File: src/hdl/pptsched_pkg.sv
`timescale 1ns / 1ps
`default_nettype none

package pptsched_pkg;

  localparam int unsigned TASK_SLOTS = 8;
  localparam int unsigned SLOT_W     = $clog2(TASK_SLOTS);
  localparam int unsigned PRIO_W     = 8;
  localparam int unsigned COUNT_W    = 4;
  localparam int unsigned MASK_W     = 8;
  localparam int unsigned CFG_DATA_W = 64;
  localparam int unsigned CFG_IDX_W  = 2;

  localparam logic [CFG_IDX_W-1:0] CFG_TASK_PRIORITIES = 2'd0;
  localparam logic [CFG_IDX_W-1:0] CFG_AUTOSTART_MASK  = 2'd1;
  localparam logic [CFG_IDX_W-1:0] CFG_TASK_COUNT      = 2'd2;

  typedef enum logic [1:0] {
    MODE_INIT      = 2'd0,
    MODE_ACTIVATE  = 2'd1,
    MODE_TERMINATE = 2'd2,
    MODE_CHAIN     = 2'd3
  } mode_e;

  typedef struct packed {
    logic [1:0]        mode;
    logic [SLOT_W-1:0] task_id;
  } evt_t;

  typedef struct packed {
    logic              dispatch;
    logic [SLOT_W-1:0] run_task;
    logic              running_valid;
    logic              idle;
    logic              bad_task;
  } res_t;

endpackage

`default_nettype wire

File: src/hdl/pptsched_if.sv
`timescale 1ns / 1ps
`default_nettype none

interface pptsched_evt_if;
  logic                valid;
  logic                ready;
  pptsched_pkg::evt_t  data;

  modport source (output valid, output data, input ready);
  modport sink   (input valid, input data, output ready);
endinterface

interface pptsched_res_if;
  logic                valid;
  logic                ready;
  pptsched_pkg::res_t  data;

  modport source (output valid, output data, input ready);
  modport sink   (input valid, input data, output ready);
endinterface

`default_nettype wire

File: src/hdl/preemptive_priority_task_scheduler_top.sv
`timescale 1ns / 1ps
`default_nettype none

// Channel   Direction  Handshake      Payload
// evt_i     in         valid/ready    mode, task_id
// res_o     out        valid/ready    dispatch, run_task, running_valid, idle, bad_task
// cfg       in         cfg_we_i       cfg_idx_i, cfg_data_i (write only)
//
// An event is handled in order: the accept cycle applies the table update, a single
// priority comparator then walks all slots one per cycle, and the decide state loads
// the result register. evt_i.ready is high only between events.
// A stalled result holds in its register; the next event may be accepted meanwhile,
// and its decide cycle waits until the held result is taken. Reset clears the task
// table, the configuration, the sequencer and the result valid.

module preemptive_priority_task_scheduler_top (
  input  wire logic                                 clk_i,
  input  wire logic                                 rst_ni,
  input  wire logic                                 cfg_we_i,
  input  wire logic [pptsched_pkg::CFG_IDX_W-1:0]   cfg_idx_i,
  input  wire logic [pptsched_pkg::CFG_DATA_W-1:0]  cfg_data_i,
  pptsched_evt_if.sink                              evt_i,
  pptsched_res_if.source                            res_o
);

  localparam logic [1:0] S_IDLE   = 2'd0;
  localparam logic [1:0] S_SCAN   = 2'd1;
  localparam logic [1:0] S_DECIDE = 2'd2;

  localparam int unsigned SW = pptsched_pkg::SLOT_W;
  localparam int unsigned PW = pptsched_pkg::PRIO_W;
  localparam int unsigned CW = pptsched_pkg::COUNT_W;
  localparam int unsigned NS = pptsched_pkg::TASK_SLOTS;

  localparam logic [SW-1:0] LAST_SLOT = SW'(NS - 1);
  localparam logic [CW-1:0] MAX_LIM   = CW'(NS);

  logic [1:0]                             fsm_q, fsm_d;
  logic [PW*NS-1:0]                       prio_q;
  logic [pptsched_pkg::MASK_W-1:0]        mask_q;
  logic [CW-1:0]                          count_q;
  logic [NS-1:0]                          ready_q, ready_d;
  logic [SW-1:0]                          cur_q, cur_d;
  logic                                   cur_valid_q, cur_valid_d;
  logic                                   bad_q, bad_d;
  logic [SW-1:0]                          idx_q, idx_d;
  logic [SW-1:0]                          best_q, best_d;
  logic [PW-1:0]                          maxp_q, maxp_d;
  logic                                   found_q, found_d;
  logic                                   more_q, more_d;
  pptsched_pkg::res_t                     res_q, res_d;
  logic                                   res_valid_q, res_valid_d;

  logic [CW-1:0]  lim;
  logic           evt_acc;
  logic           id_ok;
  logic [PW-1:0]  scan_prio;
  logic           qualify;
  logic [PW-1:0]  best_prio;
  logic [PW-1:0]  cur_prio;
  logic           cur_in_lim;
  logic           can_load;
  logic           disp;

  assign lim        = (count_q > MAX_LIM) ? MAX_LIM : count_q;
  assign evt_acc    = evt_i.valid && evt_i.ready;
  assign id_ok      = {1'b0, evt_i.data.task_id} < lim;
  assign scan_prio  = prio_q[PW*idx_q +: PW];
  assign best_prio  = prio_q[PW*best_q +: PW];
  assign cur_prio   = prio_q[PW*cur_q +: PW];
  assign cur_in_lim = {1'b0, cur_q} < lim;
  assign qualify    = ({1'b0, idx_q} < lim) && ready_q[idx_q] && (scan_prio != '0);
  assign can_load   = !res_valid_q || res_o.ready;
  assign disp       = found_q && !bad_q && (!cur_valid_q || (best_prio > cur_prio));

  assign evt_i.ready = (fsm_q == S_IDLE);
  assign res_o.valid = res_valid_q;
  assign res_o.data  = res_q;

  always_comb begin
    fsm_d       = fsm_q;
    ready_d     = ready_q;
    cur_d       = cur_q;
    cur_valid_d = cur_valid_q;
    bad_d       = bad_q;
    idx_d       = idx_q;
    best_d      = best_q;
    maxp_d      = maxp_q;
    found_d     = found_q;
    more_d      = more_q;
    res_d       = res_q;
    res_valid_d = res_valid_q;

    if (res_valid_q && res_o.ready) begin
      res_valid_d = 1'b0;
    end

    unique case (fsm_q)
      S_IDLE: begin
        if (evt_acc) begin
          bad_d   = 1'b0;
          idx_d   = '0;
          best_d  = '0;
          maxp_d  = '0;
          found_d = 1'b0;
          more_d  = 1'b0;
          fsm_d   = S_SCAN;
          case (evt_i.data.mode)
            pptsched_pkg::MODE_INIT: begin
              for (int i = 0; i < NS; i++) begin
                ready_d[i] = (CW'(i) < lim) && mask_q[i];
              end
              cur_d       = '0;
              cur_valid_d = 1'b0;
            end
            pptsched_pkg::MODE_ACTIVATE: begin
              if (!id_ok) begin
                bad_d = 1'b1;
              end else if (!(cur_valid_q && (cur_q == evt_i.data.task_id))) begin
                ready_d[evt_i.data.task_id] = 1'b1;
              end
            end
            pptsched_pkg::MODE_TERMINATE: begin
              if (!cur_valid_q) begin
                bad_d = 1'b1;
              end else begin
                cur_d       = '0;
                cur_valid_d = 1'b0;
              end
            end
            default: begin
              if (!id_ok) begin
                bad_d = 1'b1;
              end else begin
                cur_d                       = '0;
                cur_valid_d                 = 1'b0;
                ready_d[evt_i.data.task_id] = 1'b1;
              end
            end
          endcase
        end
      end
      S_SCAN: begin
        if (qualify) begin
          found_d = 1'b1;
          if (found_q) begin
            more_d = 1'b1;
          end
          if (scan_prio > maxp_q) begin
            maxp_d = scan_prio;
            best_d = idx_q;
          end
        end
        if (idx_q == LAST_SLOT) begin
          fsm_d = S_DECIDE;
        end else begin
          idx_d = idx_q + 1'b1;
        end
      end
      S_DECIDE: begin
        if (can_load) begin
          res_valid_d       = 1'b1;
          res_d.dispatch    = disp;
          res_d.bad_task    = bad_q;
          if (disp) begin
            if (cur_valid_q) begin
              ready_d[cur_q] = 1'b1;
            end
            ready_d[best_q]     = 1'b0;
            cur_d               = best_q;
            cur_valid_d         = 1'b1;
            res_d.run_task      = best_q;
            res_d.running_valid = 1'b1;
            res_d.idle = !(more_q || (cur_valid_q && cur_in_lim && (cur_prio != '0)));
          end else begin
            res_d.run_task      = cur_valid_q ? cur_q : '0;
            res_d.running_valid = cur_valid_q;
            res_d.idle          = !found_q;
          end
          fsm_d = S_IDLE;
        end
      end
      default: begin
        fsm_d = S_IDLE;
      end
    endcase
  end

  always_ff @(posedge clk_i or negedge rst_ni) begin
    if (!rst_ni) begin
      fsm_q       <= S_IDLE;
      prio_q      <= '0;
      mask_q      <= '0;
      count_q     <= '0;
      ready_q     <= '0;
      cur_q       <= '0;
      cur_valid_q <= 1'b0;
      res_valid_q <= 1'b0;
    end else begin
      fsm_q       <= fsm_d;
      ready_q     <= ready_d;
      cur_q       <= cur_d;
      cur_valid_q <= cur_valid_d;
      res_valid_q <= res_valid_d;
      if (cfg_we_i) begin
        unique case (cfg_idx_i)
          pptsched_pkg::CFG_TASK_PRIORITIES: prio_q  <= cfg_data_i[PW*NS-1:0];
          pptsched_pkg::CFG_AUTOSTART_MASK:  mask_q  <= cfg_data_i[pptsched_pkg::MASK_W-1:0];
          pptsched_pkg::CFG_TASK_COUNT:      count_q <= cfg_data_i[CW-1:0];
          default: ;
        endcase
      end
    end
  end

  always_ff @(posedge clk_i) begin
    bad_q   <= bad_d;
    idx_q   <= idx_d;
    best_q  <= best_d;
    maxp_q  <= maxp_d;
    found_q <= found_d;
    more_q  <= more_d;
    res_q   <= res_d;
  end

`ifndef SYNTH
  a_run_not_ready: assert property (@(posedge clk_i) disable iff (!rst_ni)
    cur_valid_q |-> !ready_q[cur_q])
    else $error("running task also marked ready");

  a_result_from_decide: assert property (@(posedge clk_i) disable iff (!rst_ni)
    $rose(res_valid_q) |-> $past(fsm_q == S_DECIDE))
    else $error("result loaded outside decide cycle");

  a_dispatch_runs: assert property (@(posedge clk_i) disable iff (!rst_ni)
    (res_o.valid && res_o.data.dispatch) |-> (res_o.data.running_valid && !res_o.data.bad_task))
    else $error("dispatch without running task or on rejected event");

  a_nothing_running_at_zero: assert property (@(posedge clk_i) disable iff (!rst_ni)
    !cur_valid_q |-> (cur_q == '0))
    else $error("idle slot index not cleared");
`endif

endmodule

`default_nettype wire
File: src/flat_wrapper.sv
// flat-port wrapper written by rule: the top's interface ports become plain ports
module preemptive_priority_task_scheduler_top_flat 
  (clk_i, rst_ni, cfg_we_i, cfg_idx_i, cfg_data_i, evt_i_valid, evt_i_data, evt_i_ready, res_o_valid, res_o_data, res_o_ready);
  pptsched_evt_if evt_i_i ();
  pptsched_res_if res_o_i ();
  input  wire logic clk_i;
  input  wire logic rst_ni;
  input  wire logic cfg_we_i;
  input  wire logic [pptsched_pkg::CFG_IDX_W-1:0] cfg_idx_i;
  input  wire logic [pptsched_pkg::CFG_DATA_W-1:0] cfg_data_i;
  input wire logic [$bits(evt_i_i.valid)-1:0] evt_i_valid;
  input wire logic [$bits(evt_i_i.data)-1:0] evt_i_data;
  output wire logic [$bits(evt_i_i.ready)-1:0] evt_i_ready;
  output wire logic [$bits(res_o_i.valid)-1:0] res_o_valid;
  output wire logic [$bits(res_o_i.data)-1:0] res_o_data;
  input wire logic [$bits(res_o_i.ready)-1:0] res_o_ready;
  assign evt_i_i.valid = evt_i_valid;
  assign evt_i_i.data = evt_i_data;
  assign evt_i_ready = evt_i_i.ready;
  assign res_o_valid = res_o_i.valid;
  assign res_o_data = res_o_i.data;
  assign res_o_i.ready = res_o_ready;
  preemptive_priority_task_scheduler_top u_core (.clk_i(clk_i), .rst_ni(rst_ni), .cfg_we_i(cfg_we_i), .cfg_idx_i(cfg_idx_i), .cfg_data_i(cfg_data_i), .evt_i(evt_i_i), .res_o(res_o_i));
endmodule
File: config.mk
export PLATFORM = sky130hd
export DESIGN_NAME = preemptive_priority_task_scheduler_top_flat
export DESIGN_NICKNAME = d
export VERILOG_FILES = /design/src/hdl/pptsched_pkg.sv /design/src/hdl/pptsched_if.sv /design/src/hdl/preemptive_priority_task_scheduler_top.sv /design/src/flat_wrapper.sv
export SDC_FILE = /design/constraint.sdc
export NUM_CORES = 1
export LEC_CHECK = 0
export BUFFER_PORTS_ARGS = -buffer_cell sky130_fd_sc_hd__buf_2
export CAP_MARGIN = 20
export CELL_PAD_IN_SITES_DETAIL_PLACEMENT = 2
export CELL_PAD_IN_SITES_GLOBAL_PLACEMENT = 2
export CORE_UTILIZATION = 31
export CTS_CLUSTER_SIZE = 16
export DETAILED_ROUTE_END_ITERATION = 10
export PLACE_DENSITY_LB_ADDON = 0.1
export SLEW_MARGIN = 25
export SYNTH_ARGS = -nofsm -noshare
export SYNTH_HDL_FRONTEND = slang
export SYNTH_SLANG_ARGS = --single-unit
File: constraint.sdc
create_clock -name clk_i -period 5.58 [get_ports clk_i]
set_clock_uncertainty 0.05 [all_clocks]
set_input_delay 1.395 -clock clk_i [delete_from_list [all_inputs] [get_ports clk_i]]
set_output_delay 1.395 -clock clk_i [all_outputs]
set_load 0.005 [all_outputs]
After elaboration in Yosys (flattened, before gate mapping)
Cells that the tools add are included.
{"block": "word_totals", "out_inout_bits": 9, "in_bits": 76, "word_cells": 183, "reg_bits": 115}
{"block": "classes", "eq_ne": 24, "magnitude_cmp": 21, "n_bitwise": 4, "n_shift": 3, "reduce_logical": 49, "muxes": 62, "add_sub_neg": 1}
{"op": "$shiftx 64x7->8", "n": 3}
{"op": "$mux 8", "n": 13}
{"op": "$pmux 8 s2", "n": 2}
{"op": "$mux 3", "n": 10}
{"op": "$pmux 8 s3", "n": 1}
{"op": "$logic_and 1x1->1", "n": 20}
{"op": "$pmux 3 s2", "n": 3}
{"op": "$mux 1", "n": 17}
{"op": "$gt 8x8->1", "n": 2}
{"op": "$lt 3x4->1 const A", "n": 4}
{"op": "$lt 3x4->1 const B", "n": 4}
{"op": "$or 8x8->8", "n": 2}
{"op": "$reduce_bool 8->1", "n": 2}
{"op": "$ne 3x3->1 const B", "n": 5}
{"op": "$lt 3x4->1", "n": 3}
{"op": "$ne 2x1->1 const B", "n": 6}
{"op": "$pmux 1 s2", "n": 5}
{"op": "$reduce_and 2->1", "n": 5}
{"op": "$demux 1 s3", "n": 3}
{"op": "$ge 3x1->1 const B", "n": 3}
{"op": "$pmux 3 s3", "n": 1}
{"op": "$reduce_and 3->1", "n": 3}
{"op": "$and 8x8->8", "n": 1}
{"op": "$lt 1x4->1 const A", "n": 2}
{"op": "24 further kinds", "n": 44}

Depth between registers and ports, before layout
{"block": "logic_depth", "depth_word": 13, "ltp_mapped": 14, "mapped_depth_nobuf": 13}

Worst setup path after synthesis
No wires, ideal clock.
{"block": "synth_timing", "path_type": "register to register", "from": "register u_core.idx_q[0]", "to": "register u_core.best_q[0], enable pin", "slack_ps": 1986, "synth_period_minus_slack_ps": 3594, "stages_incl_launch_ff": 12, "arrival_time_ps": 3160, "path_buffers": 2, "cell_sequence": "edfxtp_1 > buf_2 > buf_2 > mux4_2 > mux2_2 > ha_1 > nor2b_1 > o21a_1 > o21ai_0 > a211oi_1 > o31ai_1 > a22oi_1"}
{"block": "synth_via", "elab_cells_between_ends": 11, "classes_between": "order compare (2); eq/ne (2); shift (1); mux (2); reduce/logical (4)"}
{"item": "start: declaration", "line": "preemptive_priority_task_scheduler_top.sv:46", "rtl": "logic [SW-1:0] idx_q, idx_d;"}
{"item": "start signal: assignment", "line": "preemptive_priority_task_scheduler_top.sv:218", "rtl": "idx_q <= idx_d;"}
{"item": "$shiftx 64x7->8 (*)", "line": "preemptive_priority_task_scheduler_top.sv:68", "rtl": "assign scan_prio = prio_q[PW*idx_q +: PW];"}
{"item": "net u_core.scan_prio[1]", "line": "preemptive_priority_task_scheduler_top.sv:57", "rtl": "logic [PW-1:0] scan_prio;"}
{"item": "parallel branches: the longest is 3 deep, another holds $gt 8x8->1"}
{"item": "$reduce_and 4->1 (no source line) (*)"}
{"item": "end signal: assignment", "line": "preemptive_priority_task_scheduler_top.sv:219", "rtl": "best_q <= best_d;"}
{"item": "end: declaration", "line": "preemptive_priority_task_scheduler_top.sv:47", "rtl": "logic [SW-1:0] best_q, best_d;"}
Mark *: on every way through the listed nets, which the timed path passes. The select of a mux whose other input is x is not followed.
A chain may end at the register's enable or synchronous reset.

Worst setup path in the final report
{"block": "layout_timing", "from": "register u_core.idx_q[2]", "to": "register u_core.maxp_q[2], enable pin"}
{"block": "layout_via", "elab_cells_between_ends": 11, "classes_between": "order compare (2); eq/ne (2); shift (1); mux (2); reduce/logical (4)"}
{"item": "$shiftx 64x7->8 (*)", "line": "preemptive_priority_task_scheduler_top.sv:68"}
{"item": "net u_core.scan_prio[1]", "line": "preemptive_priority_task_scheduler_top.sv:57"}
{"item": "parallel branches: the longest is 3 deep, another holds $gt 8x8->1"}
{"item": "$reduce_and 4->1 (no source line) (*)"}
{"item": "end signal: assignment", "line": "preemptive_priority_task_scheduler_top.sv:220", "rtl": "maxp_q <= maxp_d;"}
{"item": "end: declaration", "line": "preemptive_priority_task_scheduler_top.sv:48", "rtl": "logic [PW-1:0] maxp_q, maxp_d;"}
Marks and branches as above.

==> run_results.csv <==
group,metric,value,unit
power,peakVddDrop,0.000206,V
timing,grt_setup_unrepaired,"false",
route,first_iter_violations,340,
power,total_power,4640,uW
setup_path,r2r_end,"u_core.maxp_q[2]",
setup_path,r2r_cells,11,
die,rows,56,
yosys,syn_avg_cell_area,11.2,um2
run_status,status,"completed",
setup_path,path_cells,"buf_4, mux4_2, mux2_2, ha_1, nor2b_1, o21a_1, o21ai_0, a211oi_1, o31ai_1, a22oi_1, buf_4",
yosys,synth_nets,766,
clocking,post-cts-setup-buffer-count,0,
timing,min_period,4.16,ns
worst_hold_path,hp-start,"u_core.bad_q",
place,dpl_worst_slack,1.40,ns
route,antenna_left,0,
yosys,synth_edf_count,24,
timing,fin_ws,1.42,ns
route,routed_wl,26.7,mm
clocking,cts_max_level,4,
global_route,grt_pass1_wl,41.8,mm
global_route,grt-ovfl-total,0,
yosys,synth-main-ff-cell,"dfrtp_1",
die,io_pins,85,
clocking,numCtsBuffers,17,
setup_path,critPathKind,"reg2reg",
clocking,cts_buffer_depth,2,
yosys,yosysSeqAreaShare,0.401,
yosys,yosys-top-cells-area,"dfrtp_1 (30%), mux2_2 (13%), mux4_2 (12%), edfxtp_1 (9.6%), ha_1 (4.0%)",
route,dr.pass1.iters,5,
clocking,ctsHoldBuffers,0,
timing,tightest_slew,0.997,ns
clocking,cts_tree,"yes",
power,power_density,527,nW/um2
die,start_util,0.317,
cells_and_area,syn2layout_area_growth,17.8,%
setup_path,path_max_fanout,18,
place,dpl.hpwl,19.9,mm
setup_path,startpoint_type,"flop",
global_route,grt_pass1_vias,6730,
timing,hold_viol,0,
clocking,cts_resized,0,
setup_path,slowest_stage,"edfxtp_1",
flow_run,cap_violations,0,
yosys,ys_types,61,
die,die-area,24700,um2
timing,max_freq,0.240,GHz
cells_and_area,drive_above_1_share,0.355,
setup_path,endpoint_kind,"flop",
route,vias_per_cell,5.72,
yosys,ys_async_sr_fraction,0.791,
global_route,grt_max_degree,65,
setup_path,critical_path.most_common_cell,"buf_4",
yosys,yosysTopAreaCell,"dfrtp_1",
yosys,synth_top_cell_area_share,0.305,
place,io_buffers,84,
die,fp.dieH,157,um
clocking,cts.sinks,115,
global_route,antenna_found_initial,0,
cells_and_area,antennaDiodeCount,0,
route,wl_per_cell,24.9,um
timing,setup_tns,0,ns
cells_and_area,nFillCells,2508,
route,vias,6123,
setup_path,worst_ep_required_time,5.67,ns
worst_hold_path,hold_path_end,"u_core.res_o.data[0]",
yosys,syn_inst,666,
place,place_inst,1039,
setup_path,reg2reg_slack,1.42,ns
worst_hold_path,hp-class,"reg2reg",
yosys,synth_area,7470,um2
cells_and_area,final_cell_mix,"dfrtp_1 (90), mux2_2 (86), buf_2 (83), nor2_1 (54), mux4_2 (41)",
clocking,cts_root_buf,"clkbuf_16",
yosys,yosysWarnings,0,
global_route,grt_util_all_layers,0.232,
yosys,yosys_register_bits,115,
cells_and_area,final_common_cell,"dfrtp_1",
timing,post-route-period-util,0.746,
timing,max_slew_margin,0.335,
place,gp_congestion,0.858,
setup_path,crit_family,"compound AO/OA/AOI/OAI gates",
clocking,clkLatencyLatePin,0.43,ns
setup_path,critical_path.max_stage_delay,0.92,ns
setup_path,worst-path-buf-inv,2,
timing,setup_viol,0,
die,fp.dieW,157,um
cells_and_area,nets,839,
setup_path,rr_startpoint,"u_core.idx_q[2]",
worst_hold_path,holdPathStages,0,
cells_and_area,postLayoutCoreUtil,0.374,
setup_path,cp_data_arrival_time,4.25,ns
route,route.detailed.drc,0,
clocking,path_clk_slew,0.07,ns
power,p_leak,0.00351,uW
timing,slew_violations,0,
die,fp.coreArea,23500,um2
cells_and_area,fin_cells,1071,
==> state kept, by name (all words and copies together) (netlist names) <==
register and cells:
u_core.bad_q 1, u_core.cur_q 3, u_core.fsm_q 2, u_core.cur_valid_q 1
u_core.more_q 1, u_core.maxp_q 8, u_core.idx_q 3, u_core.count_q 4
u_core.mask_q 8, u_core.res_o.valid 1, u_core.best_q 3, u_core.prio_q 64
u_core.found_q 1, u_core.res_o.data 7, u_core.ready_q 8
==> power by group <==
part	switching, uW	internal, uW
Clock	466	652
Combinational	1080	922
Sequential	389	1130
Total	1930	2700
==> layout make-up <==
class / count / area [um2] / area share
Tap cell: 319 / 399 / 0.0454
Inverter: 20 / 75.1 / 0.00853
Sequential cell: 115 / 3000 / 0.341
Clock buffer: 18 / 450 / 0.0512
Timing Repair Buffer: 97 / 520 / 0.0591
Multi-Input combinational cell: 488 / 4220 / 0.479
Clock inverter: 14 / 140 / 0.0159
==> cells in the mapped netlist (2+ instances only) <==
cell type / number
buf_6: 2
buf_2: 7
and3_1: 3
o21a_1: 5
o311ai_0: 3
mux2_2: 86
nand2b_1: 10
nor3_1: 28
o31a_1: 2
nand3_1: 13
a221oi_1: 7
o21ai_0: 22
and2_1: 12
buf_1: 3
nor4_1: 4
a211oi_1: 7
nand4_1: 4
mux2i_1: 10
a2bb2oi_1: 7
a21oi_1: 22
a22o_1: 4
nor2_1: 54
dfrtp_1: 91
edfxtp_1: 24
nand3b_1: 6
a2111oi_0: 2
a31oi_1: 10
clkbuf_1: 31
mux4_2: 41
a31o_2: 2
o221ai_1: 2
a311oi_1: 3
o211ai_1: 5
nor2b_1: 10
o22ai_1: 11
xor2_1: 3
inv_1: 19
a21o_1: 4
ha_1: 24
a22oi_1: 4
o31ai_1: 5
nand2_1: 35
==> how the worst max path moves through the flow <==
stage / startpoint / to / slack (ns) / cells after the start
after detailed placement: u_core.idx_q[2] / u_core.maxp_q[6] / 1.40 / 11
after floorplan: u_core.idx_q[0] / u_core.best_q[0] / 1.99 / 11
after global placement: u_core.idx_q[2] / u_core.maxp_q[2] / 1.42 / 11
after global routing: u_core.idx_q[2] / u_core.best_q[0] / 1.20 / 11
final: u_core.idx_q[2] / u_core.maxp_q[2] / 1.42 / 11
after CTS: u_core.idx_q[2] / u_core.best_q[0] / 1.34 / 11
==> routing by layer <==
layer,part of all wire,up-vias,GRT usage
met5,0,-,0
met4,0.020,0,0.0638
met3,0.046,37,0.0485
met2,0.48,165,0.376
met1,0.46,3211,0.311
li1,-,2710,-
==> per-stage QoR <==
stage | hold WS (ns) | instance area [um2]
2_1_floorplan | 0.367 | 7470
3_3_place_gp | 0.375 | 8210
3_5_place_dp | 0.383 | 8210
4_1_cts | 0.390 | 8800
5_1_grt | 0.410 | 8800
6_report | 0.387 | 8800
==> cell families (layout without fill, tap and decap cells) <==
| kind of cell | after synthesis | count (layout) | share of synthesized area |
|---|---|---|---|
| flip-flops | 115 | 115 | 0.401 |
| AO/OA/AOI/OAI | 137 | 137 | 0.129 |
| multiplexers | 138 | 138 | 0.269 |
| buffers and inverters | 63 | 149 | 0.0348 |
| AND/OR/NAND/NOR | 186 | 186 | 0.123 |
| XOR/XNOR | 3 | 3 | 0.00352 |
| adder cells (fa/ha/maj) | 24 | 24 | 0.0402 |
(Power assumes the default switching activity.)
